File: src/rtl/bmo_pkg.sv
// ----------------------------------------------------------------------------
// bmo_pkg
// Shared types, widths, constants and tables of the bicycle model odometry.
// ----------------------------------------------------------------------------
package bmo_pkg;

  localparam int CORDIC_STEPS = 16;
  localparam int CORDIC_ITERS = (CORDIC_STEPS < 24) ? CORDIC_STEPS : 24;
  localparam int CORDIC_IW    = $clog2(CORDIC_ITERS);

  localparam int MA = 50;
  localparam int MB = 34;
  localparam int MP = MA + MB;
  localparam int MULT_CW = $clog2(MB);

  localparam int DN = 50;
  localparam int DD = 34;
  localparam int DIV_CW = $clog2(DN);

  localparam logic signed [33:0] CORDIC_GAIN = 34'sd652032875;
  localparam logic [31:0] TURN_PER_RAD = 32'd683565276;

  localparam logic [1:0] REG_STEP_TIME       = 2'd0;
  localparam logic [1:0] REG_INV_WHEELBASE   = 2'd1;
  localparam logic [1:0] REG_INV_STEER_RATIO = 2'd2;

  localparam logic [15:0] STEP_TIME_RST       = 16'd1311;
  localparam logic [15:0] INV_WHEELBASE_RST   = 16'd21674;
  localparam logic [15:0] INV_STEER_RATIO_RST = 16'd4096;

  localparam logic signed [31:0] S32_MAX = 32'sh7fff_ffff;
  localparam logic signed [31:0] S32_MIN = 32'sh8000_0000;

  typedef enum logic [3:0] {
    S_IDLE, S_DIST, S_CORD_H, S_MUL_X, S_MUL_Y, S_MUL_RAD, S_MUL_ROAD,
    S_CORD_R, S_DIV, S_MUL_A, S_MUL_T, S_MUL_H, S_EMIT
  } bmo_state_t;

  function automatic logic [31:0] atan_val(input logic [4:0] idx);
    logic [31:0] v;
    case (idx)
      5'd0:  v = 32'h20000000;
      5'd1:  v = 32'h12E4051E;
      5'd2:  v = 32'h09FB385B;
      5'd3:  v = 32'h051111D4;
      5'd4:  v = 32'h028B0D43;
      5'd5:  v = 32'h0145D7E1;
      5'd6:  v = 32'h00A2F61E;
      5'd7:  v = 32'h00517C55;
      5'd8:  v = 32'h0028BE53;
      5'd9:  v = 32'h00145F2F;
      5'd10: v = 32'h000A2F98;
      5'd11: v = 32'h000517CC;
      5'd12: v = 32'h00028BE6;
      5'd13: v = 32'h000145F3;
      5'd14: v = 32'h0000A2FA;
      5'd15: v = 32'h0000517D;
      5'd16: v = 32'h000028BE;
      5'd17: v = 32'h0000145F;
      5'd18: v = 32'h00000A30;
      5'd19: v = 32'h00000518;
      5'd20: v = 32'h0000028C;
      5'd21: v = 32'h00000146;
      5'd22: v = 32'h000000A3;
      5'd23: v = 32'h00000051;
      default: v = 32'h0;
    endcase
    return v;
  endfunction

  function automatic logic signed [31:0] sat32(input logic signed [47:0] v);
    logic signed [31:0] r;
    if (v > 48'sh0000_7fff_ffff) r = S32_MAX;
    else if (v < -48'sh0000_8000_0000) r = S32_MIN;
    else r = v[31:0];
    return r;
  endfunction

endpackage

File: src/rtl/bmo_if.sv
// ----------------------------------------------------------------------------
// bmo_if
// Request and result channels of the bicycle model odometry.
// ----------------------------------------------------------------------------
interface bmo_req_if;
  logic               valid;
  logic               ready;
  logic               req_type;
  logic signed [15:0] speed;
  logic signed [15:0] steer_wheel_angle;
  logic [39:0]        gps_east;
  logic [39:0]        gps_north;

  modport source (output valid, req_type, speed, steer_wheel_angle, gps_east, gps_north,
                  input ready);
  modport sink (input valid, req_type, speed, steer_wheel_angle, gps_east, gps_north,
                output ready);
endinterface

interface bmo_res_if;
  logic               valid;
  logic               ready;
  logic signed [31:0] pos_x;
  logic signed [31:0] pos_y;
  logic signed [15:0] heading;

  modport source (output valid, pos_x, pos_y, heading, input ready);
  modport sink (input valid, pos_x, pos_y, heading, output ready);
endinterface

File: src/rtl/bicycle_model_odometry.sv
// ----------------------------------------------------------------------------
// bicycle_model_odometry
// Dead-reckoning odometry for a kinematic bicycle model with fix overwrite.
// ----------------------------------------------------------------------------
// A fix item is stored at its accept. A tick item gives one result item, and
// no new item is taken until it is done: eight products on the shared
// bit-serial multiplier set most of its work, plus two CORDIC runs, a
// bit-serial divide for the steering tangent and the accept and emit steps.
// Results sit in an output register, so a new item is taken while an earlier
// result waits.
module bicycle_model_odometry (
  input  logic       clk,
  input  logic       rst,
  input  logic       cfg_we,
  input  logic [1:0] cfg_index,
  input  logic [15:0] cfg_data,
  bmo_req_if.sink    req,
  bmo_res_if.source  res
);

  bmo_pkg::bmo_state_t state, state_next;

  logic [15:0] step_time;
  logic [15:0] inv_wheelbase;
  logic [15:0] inv_steer_ratio;

  logic signed [31:0] est_x, est_y, pending_x, pending_y;
  logic [15:0]        est_heading;
  logic [39:0]        ref_east, ref_north;
  logic               have_reference, fix_pending;

  logic signed [15:0] speed, steer;
  logic signed [32:0] step_dist, rad;
  logic signed [33:0] cc, cs, a_reg;
  logic [31:0]        road;
  logic signed [31:0] tq;
  logic signed [49:0] rad2;
  logic               issued;
  logic               res_valid;

  logic                          m_start, m_done;
  logic signed [bmo_pkg::MA-1:0] m_a;
  logic signed [bmo_pkg::MB-1:0] m_b;
  logic signed [bmo_pkg::MP-1:0] m_p;
  logic                          c_start, c_done;
  logic [31:0]                   c_ang;
  logic signed [33:0]            c_c, c_s;
  logic                          d_start;
  logic                          d_done;
  logic [bmo_pkg::DN-1:0]        d_quo;
  logic                          done_any;

  logic               acc;
  logic signed [46:0] t47;
  logic signed [47:0] sum_x, sum_y;
  logic signed [47:0] fe, fn;
  logic [33:0]        s_mag, c_mag;
  logic signed [32:0] t33;
  logic signed [35:0] t36;
  logic signed [51:0] t52;
  logic [16:0]        t17;
  logic               q_big, q_neg;

  bmo_mult u_mult (.clk, .rst, .start(m_start), .a(m_a), .b(m_b), .done(m_done), .p(m_p));
  bmo_cordic u_cordic (.clk, .rst, .start(c_start), .ang(c_ang), .done(c_done),
                       .c(c_c), .s(c_s));
  bmo_div u_div (.clk, .rst, .start(d_start), .num({s_mag, 16'd0}), .den(c_mag),
                 .done(d_done), .quo(d_quo));

  assign done_any  = m_done | c_done | d_done;
  assign acc       = req.valid && req.ready;
  assign res.valid = res_valid;

  always_comb begin
    state_next = state;
    unique case (state)
      bmo_pkg::S_IDLE:     if (acc && !req.req_type) state_next = bmo_pkg::S_DIST;
      bmo_pkg::S_DIST:     if (done_any) state_next = bmo_pkg::S_CORD_H;
      bmo_pkg::S_CORD_H:   if (done_any) state_next = bmo_pkg::S_MUL_X;
      bmo_pkg::S_MUL_X:    if (done_any) state_next = bmo_pkg::S_MUL_Y;
      bmo_pkg::S_MUL_Y:    if (done_any) state_next = bmo_pkg::S_MUL_RAD;
      bmo_pkg::S_MUL_RAD:  if (done_any) state_next = bmo_pkg::S_MUL_ROAD;
      bmo_pkg::S_MUL_ROAD: if (done_any) state_next = bmo_pkg::S_CORD_R;
      bmo_pkg::S_CORD_R:   if (done_any) state_next = bmo_pkg::S_DIV;
      bmo_pkg::S_DIV:      if (done_any) state_next = bmo_pkg::S_MUL_A;
      bmo_pkg::S_MUL_A:    if (done_any) state_next = bmo_pkg::S_MUL_T;
      bmo_pkg::S_MUL_T:    if (done_any) state_next = bmo_pkg::S_MUL_H;
      bmo_pkg::S_MUL_H:    if (done_any) state_next = bmo_pkg::S_EMIT;
      bmo_pkg::S_EMIT:     if (!res_valid || res.ready) state_next = bmo_pkg::S_IDLE;
      default:             state_next = bmo_pkg::S_IDLE;
    endcase
  end

  always_comb begin
    req.ready  = (state == bmo_pkg::S_IDLE);
    m_start    = 1'b0;
    c_start    = 1'b0;
    d_start    = 1'b0;
    m_a        = '0;
    m_b        = '0;
    c_ang      = road;
    unique case (state) inside
      bmo_pkg::S_DIST, bmo_pkg::S_MUL_X, bmo_pkg::S_MUL_Y, bmo_pkg::S_MUL_RAD,
      bmo_pkg::S_MUL_ROAD, bmo_pkg::S_MUL_A, bmo_pkg::S_MUL_T, bmo_pkg::S_MUL_H:
        m_start = !issued;
      bmo_pkg::S_CORD_H, bmo_pkg::S_CORD_R:
        c_start = !issued;
      bmo_pkg::S_DIV:
        d_start = !issued;
      default: ;
    endcase
    unique case (state)
      bmo_pkg::S_DIST: begin
        m_a = bmo_pkg::MA'(speed);
        m_b = $signed({18'd0, step_time});
      end
      bmo_pkg::S_MUL_X: begin
        m_a = bmo_pkg::MA'(step_dist);
        m_b = cc;
      end
      bmo_pkg::S_MUL_Y: begin
        m_a = bmo_pkg::MA'(step_dist);
        m_b = cs;
      end
      bmo_pkg::S_MUL_RAD: begin
        m_a = bmo_pkg::MA'(steer);
        m_b = $signed({18'd0, inv_steer_ratio});
      end
      bmo_pkg::S_MUL_ROAD: begin
        m_a = bmo_pkg::MA'(rad);
        m_b = $signed({2'd0, bmo_pkg::TURN_PER_RAD});
      end
      bmo_pkg::S_MUL_A: begin
        m_a = bmo_pkg::MA'(step_dist);
        m_b = $signed({18'd0, inv_wheelbase});
      end
      bmo_pkg::S_MUL_T: begin
        m_a = bmo_pkg::MA'(a_reg);
        m_b = bmo_pkg::MB'(tq);
      end
      bmo_pkg::S_MUL_H: begin
        m_a = rad2;
        m_b = $signed({2'd0, bmo_pkg::TURN_PER_RAD});
      end
      bmo_pkg::S_CORD_H: c_ang = {est_heading, 16'd0};
      default: ;
    endcase
  end

  always_comb begin
    t47   = m_p[83:37] + 47'sd1;
    sum_x = 48'(est_x) + 48'($signed(t47[46:1]));
    sum_y = 48'(est_y) + 48'($signed(t47[46:1]));
    fe    = $signed({8'd0, req.gps_east}) - $signed({8'd0, ref_east});
    fn    = $signed({8'd0, req.gps_north}) - $signed({8'd0, ref_north});
    s_mag = cs[33] ? 34'(-cs) : 34'(cs);
    c_mag = cc[33] ? 34'(-cc) : 34'(cc);
    t33   = m_p[59:27] + 33'sd1;
    t36   = m_p[50:15] + 36'sd1;
    t52   = m_p[66:15] + 52'sd1;
    t17   = m_p[55:39] + 17'd1;
    q_big = |d_quo[49:31];
    q_neg = cs[33] ^ cc[33];
  end

  always_ff @(posedge clk) begin
    if (rst) begin
      state           <= bmo_pkg::S_IDLE;
      issued          <= 1'b0;
      res_valid       <= 1'b0;
      step_time       <= bmo_pkg::STEP_TIME_RST;
      inv_wheelbase   <= bmo_pkg::INV_WHEELBASE_RST;
      inv_steer_ratio <= bmo_pkg::INV_STEER_RATIO_RST;
      est_x           <= '0;
      est_y           <= '0;
      est_heading     <= '0;
      ref_east        <= '0;
      ref_north       <= '0;
      have_reference  <= 1'b0;
      fix_pending     <= 1'b0;
      pending_x       <= '0;
      pending_y       <= '0;
    end else begin
      state <= state_next;
      if (m_start || c_start || d_start) begin
        issued <= 1'b1;
      end else if (done_any) begin
        issued <= 1'b0;
      end
      if (cfg_we) begin
        case (cfg_index)
          bmo_pkg::REG_STEP_TIME:       step_time       <= cfg_data;
          bmo_pkg::REG_INV_WHEELBASE:   inv_wheelbase   <= cfg_data;
          bmo_pkg::REG_INV_STEER_RATIO: inv_steer_ratio <= cfg_data;
          default: ;
        endcase
      end
      if (acc && req.req_type) begin
        if (!have_reference) begin
          ref_east       <= req.gps_east;
          ref_north      <= req.gps_north;
          have_reference <= 1'b1;
        end else begin
          pending_x   <= bmo_pkg::sat32(fe);
          pending_y   <= bmo_pkg::sat32(fn);
          fix_pending <= 1'b1;
        end
      end
      if (done_any) begin
        case (state)
          bmo_pkg::S_MUL_X: est_x <= bmo_pkg::sat32(sum_x);
          bmo_pkg::S_MUL_Y: begin
            if (fix_pending) begin
              est_x       <= pending_x;
              est_y       <= pending_y;
              fix_pending <= 1'b0;
            end else begin
              est_y <= bmo_pkg::sat32(sum_y);
            end
          end
          bmo_pkg::S_MUL_H: est_heading <= est_heading + t17[16:1];
          default: ;
        endcase
      end
      if (state == bmo_pkg::S_EMIT && (!res_valid || res.ready)) begin
        res_valid <= 1'b1;
      end else if (res.ready) begin
        res_valid <= 1'b0;
      end
    end
  end

  always_ff @(posedge clk) begin
    if (acc) begin
      speed <= req.speed;
      steer <= req.steer_wheel_angle;
    end
    if (c_done) begin
      cc <= c_c;
      cs <= c_s;
    end
    if (m_done) begin
      case (state)
        bmo_pkg::S_DIST:     step_dist <= m_p[32:0];
        bmo_pkg::S_MUL_RAD:  rad       <= m_p[32:0];
        bmo_pkg::S_MUL_ROAD: road      <= t33[32:1];
        bmo_pkg::S_MUL_A:    a_reg     <= t36[34:1];
        bmo_pkg::S_MUL_T:    rad2      <= t52[50:1];
        default: ;
      endcase
    end
    if (d_done) begin
      if (c_mag == '0) begin
        tq <= cs[33] ? bmo_pkg::S32_MIN : bmo_pkg::S32_MAX;
      end else if (q_neg) begin
        tq <= q_big ? bmo_pkg::S32_MIN : -$signed(d_quo[31:0]);
      end else begin
        tq <= q_big ? bmo_pkg::S32_MAX : $signed(d_quo[31:0]);
      end
    end
    if (state == bmo_pkg::S_EMIT && (!res_valid || res.ready)) begin
      res.pos_x   <= est_x;
      res.pos_y   <= est_y;
      res.heading <= est_heading;
    end
  end

  a_done_issued: assert property (@(posedge clk) disable iff (rst) done_any |-> issued)
    else $error("unit finished without a start");

  a_one_unit: assert property (@(posedge clk) disable iff (rst)
    $onehot0({m_done, c_done, d_done}))
    else $error("more than one unit finished at once");

  a_fix_heading: assert property (@(posedge clk) disable iff (rst)
    (acc && req.req_type) |=> $stable(est_heading))
    else $error("fix item changed the heading");

  a_emit_hold: assert property (@(posedge clk) disable iff (rst)
    (state == bmo_pkg::S_EMIT && res_valid && !res.ready) |=> (state == bmo_pkg::S_EMIT))
    else $error("result overwritten before it was taken");

endmodule

File: src/rtl/bmo_mult.sv
// ----------------------------------------------------------------------------
// bmo_mult
// Bit-serial signed multiplier, one multiplier bit per cycle.
// ----------------------------------------------------------------------------
module bmo_mult (
  input  logic                         clk,
  input  logic                         rst,
  input  logic                         start,
  input  logic signed [bmo_pkg::MA-1:0] a,
  input  logic signed [bmo_pkg::MB-1:0] b,
  output logic                         done,
  output logic signed [bmo_pkg::MP-1:0] p
);

  logic                             busy;
  logic [bmo_pkg::MULT_CW-1:0]      cnt;
  logic signed [bmo_pkg::MA:0]      hi;
  logic [bmo_pkg::MB-1:0]           lo;
  logic signed [bmo_pkg::MA-1:0]    mcand;
  logic signed [bmo_pkg::MA+1:0]    ax;
  logic signed [bmo_pkg::MA+1:0]    hix;
  logic signed [bmo_pkg::MA+1:0]    addend;
  logic signed [bmo_pkg::MA+1:0]    sum;
  logic                             last;

  always_comb begin
    ax     = {{2{mcand[bmo_pkg::MA-1]}}, mcand};
    hix    = {hi[bmo_pkg::MA], hi};
    last   = (cnt == bmo_pkg::MULT_CW'(bmo_pkg::MB - 1));
    addend = '0;
    if (lo[0]) begin
      addend = last ? -ax : ax;
    end
    sum = hix + addend;
  end

  always_ff @(posedge clk) begin
    if (rst) begin
      busy <= 1'b0;
      done <= 1'b0;
      cnt  <= '0;
    end else begin
      done <= 1'b0;
      if (start) begin
        busy <= 1'b1;
        cnt  <= '0;
      end else if (busy) begin
        cnt <= cnt + 1'b1;
        if (last) begin
          busy <= 1'b0;
          done <= 1'b1;
        end
      end
    end
  end

  always_ff @(posedge clk) begin
    if (start) begin
      hi    <= '0;
      lo    <= b;
      mcand <= a;
    end else if (busy) begin
      hi <= sum[bmo_pkg::MA+1:1];
      lo <= {sum[0], lo[bmo_pkg::MB-1:1]};
    end
  end

  assign p = {hi[bmo_pkg::MA-1:0], lo};

endmodule

File: src/rtl/bmo_cordic.sv
// ----------------------------------------------------------------------------
// bmo_cordic
// Iterative rotation-mode CORDIC giving cosine and sine of a binary angle.
// ----------------------------------------------------------------------------
module bmo_cordic (
  input  logic               clk,
  input  logic               rst,
  input  logic               start,
  input  logic [31:0]        ang,
  output logic               done,
  output logic signed [33:0] c,
  output logic signed [33:0] s
);

  logic                          busy;
  logic [bmo_pkg::CORDIC_IW-1:0] i;
  logic signed [33:0]            x;
  logic signed [33:0]            y;
  logic signed [32:0]            z;
  logic                          flip;
  logic                          flip_in;
  logic [31:0]                   ang_f;
  logic signed [33:0]            x_n;
  logic signed [33:0]            y_n;
  logic signed [32:0]            z_n;
  logic signed [32:0]            at;
  logic                          last;

  always_comb begin
    flip_in = (ang[31:30] == 2'b01) || (ang[31:30] == 2'b10);
    ang_f   = flip_in ? (ang ^ 32'h8000_0000) : ang;
    at      = $signed({1'b0, bmo_pkg::atan_val(5'(i))});
    last    = (i == bmo_pkg::CORDIC_IW'(bmo_pkg::CORDIC_ITERS - 1));
    if (!z[32]) begin
      x_n = x - (y >>> i);
      y_n = y + (x >>> i);
      z_n = z - at;
    end else begin
      x_n = x + (y >>> i);
      y_n = y - (x >>> i);
      z_n = z + at;
    end
  end

  always_ff @(posedge clk) begin
    if (rst) begin
      busy <= 1'b0;
      done <= 1'b0;
      i    <= '0;
    end else begin
      done <= 1'b0;
      if (start) begin
        busy <= 1'b1;
        i    <= '0;
      end else if (busy) begin
        i <= i + 1'b1;
        if (last) begin
          busy <= 1'b0;
          done <= 1'b1;
        end
      end
    end
  end

  always_ff @(posedge clk) begin
    if (start) begin
      x    <= bmo_pkg::CORDIC_GAIN;
      y    <= '0;
      z    <= $signed({ang_f[31], ang_f});
      flip <= flip_in;
    end else if (busy) begin
      x <= x_n;
      y <= y_n;
      z <= z_n;
      if (last) begin
        c <= flip ? -x_n : x_n;
        s <= flip ? -y_n : y_n;
      end
    end
  end

endmodule

File: src/rtl/bmo_div.sv
// ----------------------------------------------------------------------------
// bmo_div
// Bit-serial restoring divider on unsigned magnitudes, one quotient bit a cycle.
// ----------------------------------------------------------------------------
module bmo_div (
  input  logic                      clk,
  input  logic                      rst,
  input  logic                      start,
  input  logic [bmo_pkg::DN-1:0]    num,
  input  logic [bmo_pkg::DD-1:0]    den,
  output logic                      done,
  output logic [bmo_pkg::DN-1:0]    quo
);

  logic                          busy;
  logic [bmo_pkg::DIV_CW-1:0]    cnt;
  logic [bmo_pkg::DD-1:0]        rem;
  logic [bmo_pkg::DD-1:0]        dreg;
  logic [bmo_pkg::DD:0]          trial;
  logic [bmo_pkg::DD:0]          diff;
  logic                          ge;
  logic                          last;

  always_comb begin
    trial = {rem, quo[bmo_pkg::DN-1]};
    diff  = trial - {1'b0, dreg};
    ge    = (trial >= {1'b0, dreg});
    last  = (cnt == bmo_pkg::DIV_CW'(bmo_pkg::DN - 1));
  end

  always_ff @(posedge clk) begin
    if (rst) begin
      busy <= 1'b0;
      done <= 1'b0;
      cnt  <= '0;
    end else begin
      done <= 1'b0;
      if (start) begin
        busy <= 1'b1;
        cnt  <= '0;
      end else if (busy) begin
        cnt <= cnt + 1'b1;
        if (last) begin
          busy <= 1'b0;
          done <= 1'b1;
        end
      end
    end
  end

  always_ff @(posedge clk) begin
    if (start) begin
      rem  <= '0;
      quo  <= num;
      dreg <= den;
    end else if (busy) begin
      rem <= ge ? diff[bmo_pkg::DD-1:0] : trial[bmo_pkg::DD-1:0];
      quo <= {quo[bmo_pkg::DN-2:0], ge};
    end
  end

endmodule

File: src/flat_wrapper.sv
// flat-port wrapper written by rule: the top's interface ports become plain ports
module bicycle_model_odometry_flat 
  (clk, rst, cfg_we, cfg_index, cfg_data, req_valid, req_req_type, req_speed, req_steer_wheel_angle, req_gps_east, req_gps_north, req_ready, res_valid, res_pos_x, res_pos_y, res_heading, res_ready);
  bmo_req_if req_i ();
  bmo_res_if res_i ();
  input  logic clk;
  input  logic rst;
  input  logic cfg_we;
  input  logic [1:0] cfg_index;
  input  logic [15:0] cfg_data;
  input wire logic [$bits(req_i.valid)-1:0] req_valid;
  input wire logic [$bits(req_i.req_type)-1:0] req_req_type;
  input wire logic [$bits(req_i.speed)-1:0] req_speed;
  input wire logic [$bits(req_i.steer_wheel_angle)-1:0] req_steer_wheel_angle;
  input wire logic [$bits(req_i.gps_east)-1:0] req_gps_east;
  input wire logic [$bits(req_i.gps_north)-1:0] req_gps_north;
  output wire logic [$bits(req_i.ready)-1:0] req_ready;
  output wire logic [$bits(res_i.valid)-1:0] res_valid;
  output wire logic [$bits(res_i.pos_x)-1:0] res_pos_x;
  output wire logic [$bits(res_i.pos_y)-1:0] res_pos_y;
  output wire logic [$bits(res_i.heading)-1:0] res_heading;
  input wire logic [$bits(res_i.ready)-1:0] res_ready;
  assign req_i.valid = req_valid;
  assign req_i.req_type = req_req_type;
  assign req_i.speed = req_speed;
  assign req_i.steer_wheel_angle = req_steer_wheel_angle;
  assign req_i.gps_east = req_gps_east;
  assign req_i.gps_north = req_gps_north;
  assign req_ready = req_i.ready;
  assign res_valid = res_i.valid;
  assign res_pos_x = res_i.pos_x;
  assign res_pos_y = res_i.pos_y;
  assign res_heading = res_i.heading;
  assign res_i.ready = res_ready;
  bicycle_model_odometry u_core (.clk(clk), .rst(rst), .cfg_we(cfg_we), .cfg_index(cfg_index), .cfg_data(cfg_data), .req(req_i), .res(res_i));
endmodule
File: config.mk
export PLATFORM = sky130hd
export DESIGN_NAME = bicycle_model_odometry_flat
export DESIGN_NICKNAME = d
export VERILOG_FILES = /design/src/rtl/bmo_pkg.sv /design/src/rtl/bmo_if.sv /design/src/rtl/bicycle_model_odometry.sv /design/src/rtl/bmo_mult.sv /design/src/rtl/bmo_cordic.sv /design/src/rtl/bmo_div.sv /design/src/flat_wrapper.sv
export SDC_FILE = /design/constraint.sdc
export NUM_CORES = 2
export LEC_CHECK = 0
export CAP_MARGIN = 20
export CORE_MARGIN = 2
export CORE_UTILIZATION = 55
export DETAILED_ROUTE_END_ITERATION = 16
export DONT_BUFFER_PORTS = 1
export PLACE_DENSITY = 0.7
export SYNTH_ARGS = -nofsm -noshare
export SYNTH_HDL_FRONTEND = slang
export SYNTH_SLANG_ARGS = --single-unit
export TNS_END_PERCENT = 10
File: constraint.sdc
create_clock -name clk -period 15.8 [get_ports clk]
set_clock_uncertainty 0.15 [all_clocks]
set_input_delay 0.79 -clock clk [delete_from_list [all_inputs] [get_ports clk]]
set_output_delay 0.79 -clock clk [all_outputs]
set_load 0.02 [all_outputs]
==> results by group <==
Run status
  – Status: completed

Layout
  – Share of cells above drive strength 1: 6.16%
  – Top reg by flops: u_core.u_mult.hi
  – Largest register FFs: 51
  – Post-layout util: 60.9%
  – Most frequent cells in the layout: 905 x nand2_1, 748 x nor2_1, 693 x a21oi_1, 648 x edfxtp_1, 517 x o21ai_0
  – Commonest non-fill, non-tap cell in the layout: nand2_1
  – Fin cells: 10.0k
  – Nets@finish: 8660
  – Area Overhead vs Synth: 9.72%

Die
  – I/O Pins: 218
  – Die Area: 138000 um^2
  – Die Span Y: 372 um
  – Initial Util: 55.5%
  – Core box area: 134000 um^2
  – # rows: 134
  – Die X: 372 um

Global routing
  – First-pass GRT wire length: 355 mm
  – GR Util met2: 51.9%
  – Met3 GRT Util: 4.39%
  – Met1 Track Usage GR: 45.3%
  – Antenna violations before repair: 20
  – Busiest grt layer: met2
  – Remaining global-route overflow: 0
  – Largest net degree at the start of global routing: 249
  – Vias in the first global route: 59.3k
  – Global Route Usage Sum: 33.1%

Synthesis
  – Synthesized Nets: 8751
  – Number of synthesized register bits: 1149
  – Average cell area after synthesis: 9.05 um^2
  – Post-synthesis sequential area ratio: 39.7%
  – YS warnings: 0
  – Post-Syn Instances: 8208
  – Post-synth cell types: 98
  – EDFF count, synth: 648
  – Top FF cell, synth: edfxtp_1
  – FFs w/ async S/R, synth: 0%
  – Synth Cell Area: 74300 um^2

Placed design
  – Routability cong.: 0.994
  – Port-buffer cells: 0
  – Hpwl dp: 172 mm
  – Placed Cells: 9615

Clocking
  – Number of buffers on the longest clock path: 3
  – CTS clk-pin slew, worst paths: 0.07 ns
  – Post-CTS Repair Setup Buffers: 0
  – TritonCTS Sinks: 1149
  – Post-cts gate resize count: 0
  – Clock insertion delay at the later pin of the skew report: 0.79 ns
  – CTS tree: built
  – Clk root buf: clkbuf_16
  – Hold_buf cts: 130
  – Htree depth: 4
  – Num CTS Buffers: 130

STA
  – Number of hold violations in the final report: 0
  – RSZ-0062 raised after global routing: false
  – Slew Viols, Final: 0
  – Worst-margin pin slew: 1.21 ns
  – Setup TNS: 0 ns
  – Rel. slew slack: 18.8%
  – Fmax: 0.124 GHz
  – Final setup viols: 0
  – Period Utilization, post-route: 51.1%
  – WHS: 0.0560 ns
  – Fin crit period: 8.08 ns

Setup path
  – Crit path max-delay family: simple AND/OR/NAND/NOR gates
  – Critical path type: flop to flop
  – Slowest stage cell, crit path: xnor2_1
  – Worst setup EP type: flop
  – Worst EP arrival: 8.56 ns
  – Buf/Inv on CP: 0
  – Critical Path RT: 16.28 ns
  – Critical Path Max Stage Delay: 0.83 ns
  – Worst-path maximum fanout: 31
  – Crit-path cells: ha_1, nand3_1, nor2_1, and3_1, nor3b_1, nand4_1, xnor2_1, ha_1, a21oi_1, o21ai_0, a211o_1, a211oi_1, nand3_1, o31ai_1, nor2_1, or4_1, nor4_1, a41oi_4, a221oi_1, nor4_1
  – Critical Path Start Type: flop
  – R2R depth: 20
  – Worst path depth: 20

Routing
  – WL final: 233 mm
  – First-pass DRT Iterations: 7
  – # DRC: 0
  – Via count: 63.5k
  – Initial DRC count: 7219
  – Vias per cell: 6.35
  – Routed Antenna Nets: 0
  – Avg WL per Cell: 23.3 um

Run
  – Maxcap violations: 0

Hold path
  – WHS Path Cells: 3
  – Worst Hold Class: input pin to flop

Power and ir drop
  – PD cells: 147 nW/um^2
  – Pleak: 0.0310 uW
  – Peak supply drop: 0.191 mV
-- worst register-to-register path, cell delays in order (launching register included) --
cell      delay, ns
dfxtp_1        0.59
ha_1           0.45
nand3_1        0.23
nor2_1         0.28
and3_1         0.28
nor3b_1        0.51
nand4_1        0.40
xnor2_1        0.83
ha_1           0.41
a21oi_1        0.25
o21ai_0        0.16
a211o_1        0.34
a211oi_1       0.29
nand3_1        0.25
o31ai_1        0.41
nor2_1         0.09
or4_1          0.58
nor4_1         0.36
a41oi_4        0.54
a221oi_1       0.45
nor4_1         0.10
-- stage by stage --
step / area [um^2] / total power (uW) / setup WS [ns]
after floorplan: 74300 / 7320 / 6.54
after global placement: 75600 / 8630 / 8.12
after detailed placement: 75600 / 8700 / 7.87
after CTS: 81400 / 12000 / 7.84
after global routing: 81500 / 12600 / 7.24
final: 81500 / 12000 / 7.72
-- power by group --
| part | internal [uW] | leakage (uW) | switching (uW) |
|---|---|---|---|
| Clock | 1880 | 0.00219 | 1330 |
| Sequential | 3500 | 0.0100 | 384 |
| Combinational | 1910 | 0.0188 | 3000 |
| Total | 7290 | 0.0310 | 4720 |
-- kinds of logic after synthesis --
logic type / share of synthesized area (%)
xor+xnor: 8.71
flops: 39.7
buf+inv: 3.67
compound gates: 19.4
mux: 5.17
fa+ha+maj: 6.95
simple gates: 16.4
-- synth_stat cells, drive strengths merged, types with 26 or more instances --
master	instances	area, um^2
a211oi	119	898
a21o	212	1590
a21oi	693	3470
a221oi	48	420
a222oi	42	420
a22oi	56	420
a31oi	78	488
a41oi	26	228
and2	99	622
and3	61	382
buf	66	293
clkbuf	366	1370
dfxtp	501	10000
edfxtp	648	19500
ha	397	4970
inv	279	1050
mux2	46	522
mux2i	182	1830
mux4	66	1490
nand2	906	3400
nand2b	69	432
nand3	202	1020
nand3b	28	210
nand4	87	544
nor2	754	2830
nor2b	54	338
nor3	128	651
nor4	66	425
o211ai	54	405
o21a	65	488
o21ai	523	2620
o21bai	53	398
o31ai	64	490
o41ai	30	278
or2	42	263
or3	51	319
or4	33	263
xnor2	470	4120
xor2	269	2360
-- worst paths after layout --
kind                               from                   endpoint  slack [ns]
hold / removal             cfg_index[0]  u_core.inv_steer_ratio[2]        0.06
setup reg to reg    u_core.u_mult.hi[3]           u_core.est_x[19]        7.72
setup / recovery    u_core.u_mult.hi[3]           u_core.est_x[19]        7.72
hold reg to reg   u_core.u_cordic.c[26]              u_core.cc[26]        0.27
-- routing by layer --
metal	vias to the layer above	routed length (um)
met2	2601	105000
met1	30532	98900
met4	4	12100
li1	29868	-
met3	491	17000
met5	-	26
-- layout make-up --
cell class                      count  area (um^2)
Antenna cell                       14         35.0
Clock buffer                      164         3510
Clock inverter                     76         1030
Fill cell                       11437        52300
Inverter                          282         1060
Multi-Input combinational cell   6345        42300
Sequential cell                  1149        29500
Tap cell                         1768         2210
Timing Repair Buffer              209         1930
No activity file was read; power rests on OpenSTA's default activity.
